<file path="config.mk">
export PLATFORM = sky130hd
export DESIGN_NAME = wildcard_glob_matcher
export DESIGN_NICKNAME = d
export VERILOG_FILES = /design/src/design/wgm_pkg.sv /design/src/design/wildcard_glob_matcher.sv /design/src/design/wgm_nfa_step.sv
export SDC_FILE = /design/constraint.sdc
export NUM_CORES = 2
export LEC_CHECK = 0
export BUFFER_PORTS_ARGS = -buffer_cell sky130_fd_sc_hd__clkbuf_2
export CAP_MARGIN = 10
export CELL_PAD_IN_SITES_DETAIL_PLACEMENT = 1
export CELL_PAD_IN_SITES_GLOBAL_PLACEMENT = 1
export CORE_ASPECT_RATIO = 0.7
export CORE_MARGIN = 2
export CORE_UTILIZATION = 45
export DETAILED_ROUTE_END_ITERATION = 7
export PLACE_DENSITY = 0.8
export SLEW_MARGIN = 20
export SYNTH_ARGS = -nofsm -noshare
export SYNTH_HDL_FRONTEND = slang
export SYNTH_SLANG_ARGS = --single-unit
</file>
<file path="constraint.sdc">
create_clock -name i_clk -period 4.9 [get_ports i_clk]
set_input_delay 0.245 -clock i_clk [delete_from_list [all_inputs] [get_ports i_clk]]
set_output_delay 0.245 -clock i_clk [all_outputs]
set_load 0.01 [all_outputs]
</file>
<file path="src/design/wgm_pkg.sv">
// Shared types, constants and helper functions for the wildcard glob matcher.
`timescale 1ns / 1ps

package wgm_pkg;

    // Element store size and derived widths
    localparam int PAT_SLOTS = 64;
    localparam int IDX_W     = $clog2(PAT_SLOTS);
    localparam int CNT_W     = $clog2(PAT_SLOTS + 1);

    // One bit per NFA position, 0..PAT_SLOTS
    typedef logic [PAT_SLOTS:0]   t_pos;
    // One bit per element slot
    typedef logic [PAT_SLOTS-1:0] t_slot_vec;

    // Compiled pattern element kinds
    typedef enum logic [2:0] {
        EL_LIT = 3'd0,   // literal byte (stored case folded)
        EL_ANY = 3'd1,   // any one byte
        EL_RUN = 3'd2,   // any run, possibly empty
        EL_NSP = 3'd3,   // run of non-space bytes, possibly empty
        EL_SPC = 3'd4    // one or more spaces
    } t_el_type;

    typedef struct packed {
        t_el_type   kind;
        logic [7:0] ch;
    } t_elem;

    // Pattern metacharacters
    localparam logic [7:0] CH_STAR   = 8'h2A;
    localparam logic [7:0] CH_QUEST  = 8'h3F;
    localparam logic [7:0] CH_PCT    = 8'h25;
    localparam logic [7:0] CH_TILDE  = 8'h7E;
    localparam logic [7:0] CH_SPACE  = 8'h20;
    localparam logic [7:0] CH_BSLASH = 8'h5C;
    localparam logic [7:0] CH_UP_A   = 8'h41;
    localparam logic [7:0] CH_UP_Z   = 8'h5A;
    localparam logic [7:0] CASE_BIT  = 8'h20;

    // ASCII upper case to lower case, everything else unchanged
    function automatic logic [7:0] fold(input logic [7:0] c);
        logic [7:0] r;
        r = c;
        if (c >= CH_UP_A && c <= CH_UP_Z) begin
            r = c | CASE_BIT;
        end
        return r;
    endfunction

    // Epsilon closure over run elements: an active position whose element is
    // a run also activates the next one, chained. Done with one carry chain:
    // the carries into each bit are exactly the positions reached.
    function automatic t_pos closure(input t_pos x, input t_pos p);
        t_pos a;
        t_pos s;
        a = x & p;
        s = a + p;
        return x | (s ^ a ^ p);
    endfunction

endpackage

</file>
<file path="src/design/wildcard_glob_matcher.sv">
// Top level of the wildcard glob matcher: pattern compiler, NFA state, result stages.
`timescale 1ns / 1ps

// Usage:
//   Input channel (i_in_valid / o_in_ready) carries one word per byte. kind 0
//   words load a pattern, compiled on the fly into up to PAT_SLOTS elements;
//   kind 1 words stream a subject. A word with last set ends the pattern or
//   the subject; no_byte marks a word with no byte (empty string end).
//   The first pattern word after a closed pattern starts a new pattern.
//   Each subject word with last set produces one result word on the output
//   channel (o_out_valid / i_out_ready): matched and pattern_overflow.
//   Config: i_cfg_we writes i_cfg_wdata into extended_mode (write only while
//   idle); it enables the percent, tilde and backslash wildcards.
//   Throughput: one word per cycle, pattern or subject, while o_in_ready
//   is high; the NFA update is one carry chain plus per-element compares
//   between state registers. The result of a final subject word passes
//   through a snapshot stage, then the output register.
//   When the receiver stalls, the output register and the snapshot stage hold
//   two results; o_in_ready drops only while both are full.
//   Reset (synchronous, active low) empties the pattern, clears flags, sets
//   the NFA to its start position and clears extended_mode. No clearing pass.
module wildcard_glob_matcher (
    input  logic       i_clk,
    input  logic       i_rst_n,
    input  logic       i_in_valid,
    output logic       o_in_ready,
    input  logic       i_kind,
    input  logic [7:0] i_char_code,
    input  logic       i_no_byte,
    input  logic       i_last,
    output logic       o_out_valid,
    input  logic       i_out_ready,
    output logic       o_matched,
    output logic       o_pattern_overflow,
    input  logic       i_cfg_we,
    input  logic       i_cfg_wdata
);

    localparam wgm_pkg::t_pos START = wgm_pkg::t_pos'(1);

    // Pattern state
    logic                      r_ext;
    logic [wgm_pkg::CNT_W-1:0] r_count, n_count;
    wgm_pkg::t_slot_vec        r_live, n_live;
    wgm_pkg::t_slot_vec        r_skip, n_skip;
    wgm_pkg::t_el_type         r_last_type, n_last_type;
    logic                      r_esc, n_esc;
    logic                      r_abs, n_abs;
    logic                      r_ovf, n_ovf;
    logic                      r_closed, n_closed;
    wgm_pkg::t_elem            r_elem [wgm_pkg::PAT_SLOTS];

    // Subject state
    wgm_pkg::t_pos             r_act, n_act;
    logic                      r_seen, n_seen;

    // Snapshot stage
    logic                      r_fin_vld, n_fin_vld;
    wgm_pkg::t_pos             r_fin_act, n_fin_act;
    wgm_pkg::t_pos             r_fin_skip, n_fin_skip;
    logic [wgm_pkg::CNT_W-1:0] r_fin_n, n_fin_n;
    logic                      r_fin_ok, n_fin_ok;
    logic                      r_fin_ovf, n_fin_ovf;

    // Output register
    logic                      r_out_vld;
    logic                      r_out_hit;
    logic                      r_out_ovf;

    // Element write port
    logic                      w_en;
    logic [wgm_pkg::IDX_W-1:0] w_idx;
    wgm_pkg::t_elem            w_elem;

    logic                      acc;
    logic                      out_take;
    wgm_pkg::t_pos             step_next;
    wgm_pkg::t_pos             fin_cl;
    logic                      fin_hit;

    // Handshake
    assign out_take    = !r_out_vld || i_out_ready;
    assign o_in_ready  = !r_fin_vld || out_take;
    assign acc         = i_in_valid && o_in_ready;
    assign o_out_valid = r_out_vld;
    assign o_matched   = r_out_hit;
    assign o_pattern_overflow = r_out_ovf;

    // NFA transition for a subject byte
    wgm_nfa_step u_step (
        .i_act  (r_act),
        .i_skip ({1'b0, r_skip}),
        .i_live (r_live),
        .i_elem (r_elem),
        .i_char (i_char_code),
        .o_next (step_next)
    );

    // Pattern compile and subject step
    always_comb begin
        wgm_pkg::t_el_type add_type;
        logic              add_en;
        logic [7:0]        add_ch;
        logic              has_last;

        n_count     = r_count;
        n_live      = r_live;
        n_skip      = r_skip;
        n_last_type = r_last_type;
        n_esc       = r_esc;
        n_abs       = r_abs;
        n_ovf       = r_ovf;
        n_closed    = r_closed;
        n_act       = r_act;
        n_seen      = r_seen;
        n_fin_vld   = r_fin_vld && !out_take;
        n_fin_act   = r_fin_act;
        n_fin_skip  = r_fin_skip;
        n_fin_n     = r_fin_n;
        n_fin_ok    = r_fin_ok;
        n_fin_ovf   = r_fin_ovf;
        add_en      = 1'b0;
        add_type    = wgm_pkg::EL_LIT;
        add_ch      = i_char_code;
        has_last    = 1'b0;
        w_en        = 1'b0;
        w_idx       = r_count[wgm_pkg::IDX_W-1:0];
        w_elem      = '{kind: wgm_pkg::EL_LIT, ch: wgm_pkg::fold(i_char_code)};

        if (acc && !i_kind) begin
            // first word of a new pattern
            if (r_closed) begin
                n_count  = '0;
                n_live   = '0;
                n_skip   = '0;
                n_esc    = 1'b0;
                n_abs    = 1'b0;
                n_ovf    = 1'b0;
                n_closed = 1'b0;
                n_act    = START;
                n_seen   = 1'b0;
            end
            has_last = (n_count != '0);
            if (!i_no_byte) begin
                if (n_esc) begin
                    n_esc  = 1'b0;
                    n_abs  = 1'b0;
                    add_en = 1'b1;
                end else if (r_ext && n_abs &&
                             (i_char_code == wgm_pkg::CH_TILDE ||
                              i_char_code == wgm_pkg::CH_SPACE)) begin
                    // swallowed after a tilde
                end else begin
                    n_abs = 1'b0;
                    if (r_ext && i_char_code == wgm_pkg::CH_BSLASH) begin
                        n_esc = 1'b1;
                    end else if (i_char_code == wgm_pkg::CH_STAR) begin
                        add_type = wgm_pkg::EL_RUN;
                        add_en   = !(has_last && r_last_type == wgm_pkg::EL_RUN);
                    end else if (i_char_code == wgm_pkg::CH_QUEST) begin
                        add_type = wgm_pkg::EL_ANY;
                        add_en   = 1'b1;
                    end else if (r_ext && i_char_code == wgm_pkg::CH_PCT) begin
                        add_type = wgm_pkg::EL_NSP;
                        add_en   = !(has_last && r_last_type == wgm_pkg::EL_NSP);
                    end else if (r_ext && i_char_code == wgm_pkg::CH_TILDE) begin
                        add_type = wgm_pkg::EL_SPC;
                        add_en   = 1'b1;
                        n_abs    = 1'b1;
                    end else begin
                        add_en = 1'b1;
                    end
                end
            end
            // append the element or flag overflow
            if (add_en) begin
                if (n_count < wgm_pkg::CNT_W'(wgm_pkg::PAT_SLOTS)) begin
                    w_en                                 = 1'b1;
                    w_idx                                = n_count[wgm_pkg::IDX_W-1:0];
                    w_elem                               = '{kind: add_type,
                                                             ch: wgm_pkg::fold(add_ch)};
                    n_live[n_count[wgm_pkg::IDX_W-1:0]] = 1'b1;
                    n_skip[n_count[wgm_pkg::IDX_W-1:0]] =
                        (add_type == wgm_pkg::EL_RUN) || (add_type == wgm_pkg::EL_NSP);
                    n_last_type                          = add_type;
                    n_count                              = n_count + wgm_pkg::CNT_W'(1);
                end else begin
                    n_ovf = 1'b1;
                end
            end
            if (i_last) begin
                n_closed = 1'b1;
                n_esc    = 1'b0;
                n_abs    = 1'b0;
            end
        end else if (acc && i_kind) begin
            if (!i_no_byte) begin
                n_act  = step_next;
                n_seen = 1'b1;
            end
            // end of subject: snapshot for the final check, restart NFA
            if (i_last) begin
                n_fin_vld  = 1'b1;
                n_fin_act  = n_act;
                n_fin_skip = {1'b0, r_skip};
                n_fin_n    = r_count;
                n_fin_ok   = n_seen && (r_count != '0) && !r_ovf;
                n_fin_ovf  = r_ovf;
                n_act      = START;
                n_seen     = 1'b0;
            end
        end
    end

    // Final acceptance check on the snapshot
    assign fin_cl  = wgm_pkg::closure(r_fin_act, r_fin_skip);
    assign fin_hit = r_fin_ok && fin_cl[r_fin_n];

    // Control registers
    always_ff @(posedge i_clk) begin
        if (!i_rst_n) begin
            r_ext     <= 1'b0;
            r_count   <= '0;
            r_live    <= '0;
            r_skip    <= '0;
            r_esc     <= 1'b0;
            r_abs     <= 1'b0;
            r_ovf     <= 1'b0;
            r_closed  <= 1'b0;
            r_act     <= START;
            r_seen    <= 1'b0;
            r_fin_vld <= 1'b0;
            r_out_vld <= 1'b0;
        end else begin
            if (i_cfg_we) r_ext <= i_cfg_wdata;
            r_count   <= n_count;
            r_live    <= n_live;
            r_skip    <= n_skip;
            r_esc     <= n_esc;
            r_abs     <= n_abs;
            r_ovf     <= n_ovf;
            r_closed  <= n_closed;
            r_act     <= n_act;
            r_seen    <= n_seen;
            r_fin_vld <= n_fin_vld;
            if (out_take) r_out_vld <= r_fin_vld;
        end
    end

    // Payload registers
    always_ff @(posedge i_clk) begin
        r_last_type <= n_last_type;
        r_fin_act   <= n_fin_act;
        r_fin_skip  <= n_fin_skip;
        r_fin_n     <= n_fin_n;
        r_fin_ok    <= n_fin_ok;
        r_fin_ovf   <= n_fin_ovf;
        if (out_take) begin
            r_out_hit <= fin_hit;
            r_out_ovf <= r_fin_ovf;
        end
    end

    // Element store
    always_ff @(posedge i_clk) begin
        if (w_en) r_elem[w_idx] <= w_elem;
    end

    // Checks
    a_count_range: assert property (@(posedge i_clk) disable iff (!i_rst_n)
        r_count <= wgm_pkg::CNT_W'(wgm_pkg::PAT_SLOTS))
        else $error("element count beyond store size");

    a_act_bounded: assert property (@(posedge i_clk) disable iff (!i_rst_n)
        (r_act & ~{r_live, 1'b1}) == '0)
        else $error("active position beyond compiled pattern");

    a_ovf_no_match: assert property (@(posedge i_clk) disable iff (!i_rst_n)
        r_fin_vld && out_take && r_fin_ovf |=> !r_out_hit)
        else $error("match reported on overflowed pattern");

    a_stall_only_full: assert property (@(posedge i_clk) disable iff (!i_rst_n)
        !o_in_ready |-> r_fin_vld && r_out_vld && !i_out_ready)
        else $error("input stalled without full result stages");

endmodule

</file>
<file path="src/design/wgm_nfa_step.sv">
// One subject byte through the bit-parallel NFA: next active position set.
`timescale 1ns / 1ps

module wgm_nfa_step (
    input  wgm_pkg::t_pos      i_act,
    input  wgm_pkg::t_pos      i_skip,
    input  wgm_pkg::t_slot_vec i_live,
    input  wgm_pkg::t_elem     i_elem [wgm_pkg::PAT_SLOTS],
    input  logic [7:0]         i_char,
    output wgm_pkg::t_pos      o_next
);

    wgm_pkg::t_pos cur;
    logic [7:0]    f;
    logic          is_sp;

    assign f     = wgm_pkg::fold(i_char);
    assign is_sp = (i_char == wgm_pkg::CH_SPACE);
    assign cur   = wgm_pkg::closure(i_act, i_skip);

    // Per-element transitions, all elements in parallel
    always_comb begin
        o_next = '0;
        for (int i = 0; i < wgm_pkg::PAT_SLOTS; i++) begin
            if (i_live[i] && cur[i]) begin
                case (i_elem[i].kind)
                    wgm_pkg::EL_LIT: begin
                        if (i_elem[i].ch == f) o_next[i+1] = 1'b1;
                    end
                    wgm_pkg::EL_ANY: o_next[i+1] = 1'b1;
                    wgm_pkg::EL_RUN: o_next[i] = 1'b1;
                    wgm_pkg::EL_NSP: begin
                        if (!is_sp) o_next[i] = 1'b1;
                    end
                    wgm_pkg::EL_SPC: begin
                        if (is_sp) o_next[i+1] = 1'b1;
                    end
                    default: ;
                endcase
            end
            // space run stays satisfied on further spaces
            if (i_live[i] && i_elem[i].kind == wgm_pkg::EL_SPC && cur[i+1] && is_sp) begin
                o_next[i+1] = 1'b1;
            end
        end
    end

endmodule

</file>
==> results.toml <==
[routing]
wl_per_cell_um = 30.1
wl_um = 188000
first_iter_violations = 5203
via_count = 40702
firstDrtPassIters = 6
via_per_inst = 6.52
drt_drc_violations_left = 0
ant_nets = 0

[clock_network]
tritoncts = "yes"
postCtsSetupBuffers = 0
cts-root-buf = "clkbuf_16"
cts_buffer_depth = 3
htreeDepth = 3
cts_buffers = 105
path_clk_slew_ns = 0.07
clkSinkCount = 1055
insertion_delay_ns = 0.74

[worst_setup_path]
end_kind = "flop"
worstReg2RegStart = "r_closed"
cp_cell_sequence = "clkinv_1 -> nand2_1 -> ha_1 -> o21ai_0 -> o21ai_0 -> o311ai_1 -> a21oi_1 -> buf_4 -> o21ai_0 -> nor4b_1 -> nand3_1 -> nor2_1"
cp.required_ns = 5.25
worst_ep_arrival_time_ns = 5.09
path_common_cell = "o21ai_0"
r2r_slack_ns = 0.15
cpMaxStageDelayCell = "nor2_1"
crit_path_max_incr_delay_ns = 1.00
critPathLaunchType = "flop"
critPathKind = "reg -> reg"
critPathMaxFanout = 11
r2r-end = "r_elem[274]"
rr_worst_depth = 12

[finish]
area_growth_pct = 13.2
fillers = 11840
seq_area_um2 = 29600
final_layout_size_suffix_gt1_share_pct = 9.26
nets = 4640
multiInputGateArea_um2 = 20100

[place]
io_buffers = 20
place_hpwl_um = 133000
gp_congestion = 0.996

[die]
rows = 103
die_h_um = 285
dieArea_um2 = 116000
initial_utilization_pct = 45.2
die_x_um = 405
io_pins = 21
core_region_area_um2 = 112000

[logic_synthesis]
synth.cell_area_um2 = 50800
yosysWarningCount = 0
synthFlopType = "edfxtp_1"
synth_edf_count = 847
ys_seq_area_share_pct = 58.3
synthesis.instances = 4473
avgSynthCellArea_um2 = 11.3
synthArstFlopShare_pct = 0
ys_types = 99
synth-seq-cells = 1055
synth_nets = 4493

[hold_path]
hold_path_class = "in -> reg"
hold_start = "i_kind"
whs_endpoint = "r_fin_vld"
hold-path-cell-count = 3

[pwr]
power.density_nw_per_um2 = 334
power_w = 0.0192
ir_drop_mv = 0.322
p_leak_nw = 18.3

[grt]
grtUsageTotal_pct = 32.1
grt_pass1_vias = 40317
antenna_found_initial = 9
grt_max_degree = 127
overflow = 0
grt_pass1_wl_um = 276000

[timing]
rsz0062_at_grt = "no"
skew_ns = 0.0507
relSlewSlack_pct = 26.8
totalNegativeSetupSlack_ns = 0
max_freq_mhz = 211
hold_ws_ns = 0.0257
finalMaxSlewViolations = 0
max_slew.worst_pin.slew_ns = 1.09
hold_violations = 0
timing.final.crit_share_pct = 96.8
fin_crit_ns = 4.75
setup_viol = 0

[status]
status = "complete, no violations"

[run]
cap_viol_max_count = 0
synth_stat cells, drive strengths merged, types with 87 or more instances:
| library cell | n | area (µm²) |
|---|---|---|
| a21oi | 300 | 1510 |
| a22o | 87 | 762 |
| clkbuf | 111 | 417 |
| dfxtp | 208 | 4160 |
| edfxtp | 847 | 25400 |
| inv | 130 | 488 |
| nand2 | 286 | 1070 |
| nand4 | 147 | 920 |
| nor2 | 305 | 1140 |
| nor2b | 101 | 632 |
| nor3 | 111 | 556 |
| o21ai | 266 | 1330 |
| xnor2 | 382 | 3350 |
| xor2 | 134 | 1170 |
sequential cells by signal, indices dropped and copies added (netlist names), 3 cells and up:
name,cells
r_act,65
r_elem,704
r_fin_act,65
r_last_type,3
r_live,64
r_fin_skip,64
r_skip,64
r_fin_n,7
r_count,7
power breakdown:
part | switching (W) | total [W] | internal, W
combinational | 0.000602 | 0.000857 | 0.000255
sequential | 0.0000543 | 0.00972 | 0.00966
clock | 0.00365 | 0.00859 | 0.00494
cells in the final DEF (no fill, tap or decap), types with 26 or more instances in the layout:
cell | netlist | final
a211oi_1 | 63 | 63
a21o_1 | 69 | 69
a21oi_1 | 299 | 299
a22o_1 | 87 | 87
a22oi_1 | 32 | 32
a31oi_1 | 34 | 34
a41o_1 | 26 | 26
a41oi_1 | 27 | 27
and2_1 | 31 | 29
buf_4 | 0 | 178
clkbuf_1 | 111 | 28
clkbuf_16 | 0 | 109
dfxtp_1 | 208 | 208
edfxtp_1 | 847 | 847
inv_1 | 130 | 128
nand2_1 | 286 | 286
nand2b_1 | 39 | 39
nand3_1 | 84 | 82
nand4_1 | 147 | 147
nor2_1 | 305 | 303
nor2b_1 | 101 | 101
nor3_1 | 111 | 108
nor4_1 | 77 | 75
o21ai_0 | 260 | 259
o22ai_1 | 49 | 49
o31ai_1 | 27 | 27
or3_1 | 38 | 38
xnor2_1 | 382 | 382
xor2_1 | 134 | 134
what timing repair did:
action,in CTS,in global routing
hold buffers,7,0
hold endpoints to repair,14,0
gates resized for setup,0,0
critical path, delay by kind of cell (launching register included):
kind	cells	cell delay [ns]
AO/OA/AOI/OAI	5	0.91
AND/OR/NAND/NOR	4	2.48
buffers and inverters	2	0.44
flip-flops	1	0.35
adder cells (fa/ha/maj)	1	0.18
stage by stage:
step	area, µm²	std cells	util [%]	setup slack, ns
floorplan	50800	4473	-	0.948
global placement	53700	6028	47.8	0.487
detailed placement	53700	6028	47.8	0.484
CTS	57400	6232	51.1	0.401
global route	57400	6232	51.1	0.0318
finish	57500	6238	51.1	0.155
layer usage:
metal,GRT usage (%),wire length [µm],vias to the layer above
li1,-,-,17314
met1,48.3,83300,20782
met2,45.5,78200,2248
met3,8.08,21200,354
met4,9.19,5300,4
met5,0,24,-
area by class of cell:
class	instances	area share (%)
flip-flops and latches	1055	51.5
multi-input cells	3112	34.9
clock buffers	143	5.07
well taps	1522	3.31
repair buffers	214	3.04
clock inverters	54	1.25
inverters	132	0.871
diodes	6	0.0261
cell families (layout without fill, tap and decap cells):
kind of cell    count (synthesis)  in the layout  synth area share [%]
compound gates               1205           1205                  15.9
xor+xnor                      516            516                  8.90
fa+ha+maj                       3              3                0.0739
buf+inv                       306            543                  2.32
flops                        1055           1055                  58.3
mux                            18             18                 0.394
other cells                     0              6                     0
simple gates                 1370           1370                  14.1
worst max path at each step:
stage / from / end / cells past startpoint
after CTS: r_closed / r_elem[274] / 12
after floorplan: o_out_valid / r_fin_act[0] / 4
after global placement: i_char_code[5] / r_elem[267] / 12
after detailed placement: i_char_code[5] / r_elem[271] / 12
final: r_closed / r_elem[274] / 12
after global routing: r_closed / r_elem[269] / 12
Note: power is estimated with default switching activity, not from simulation.
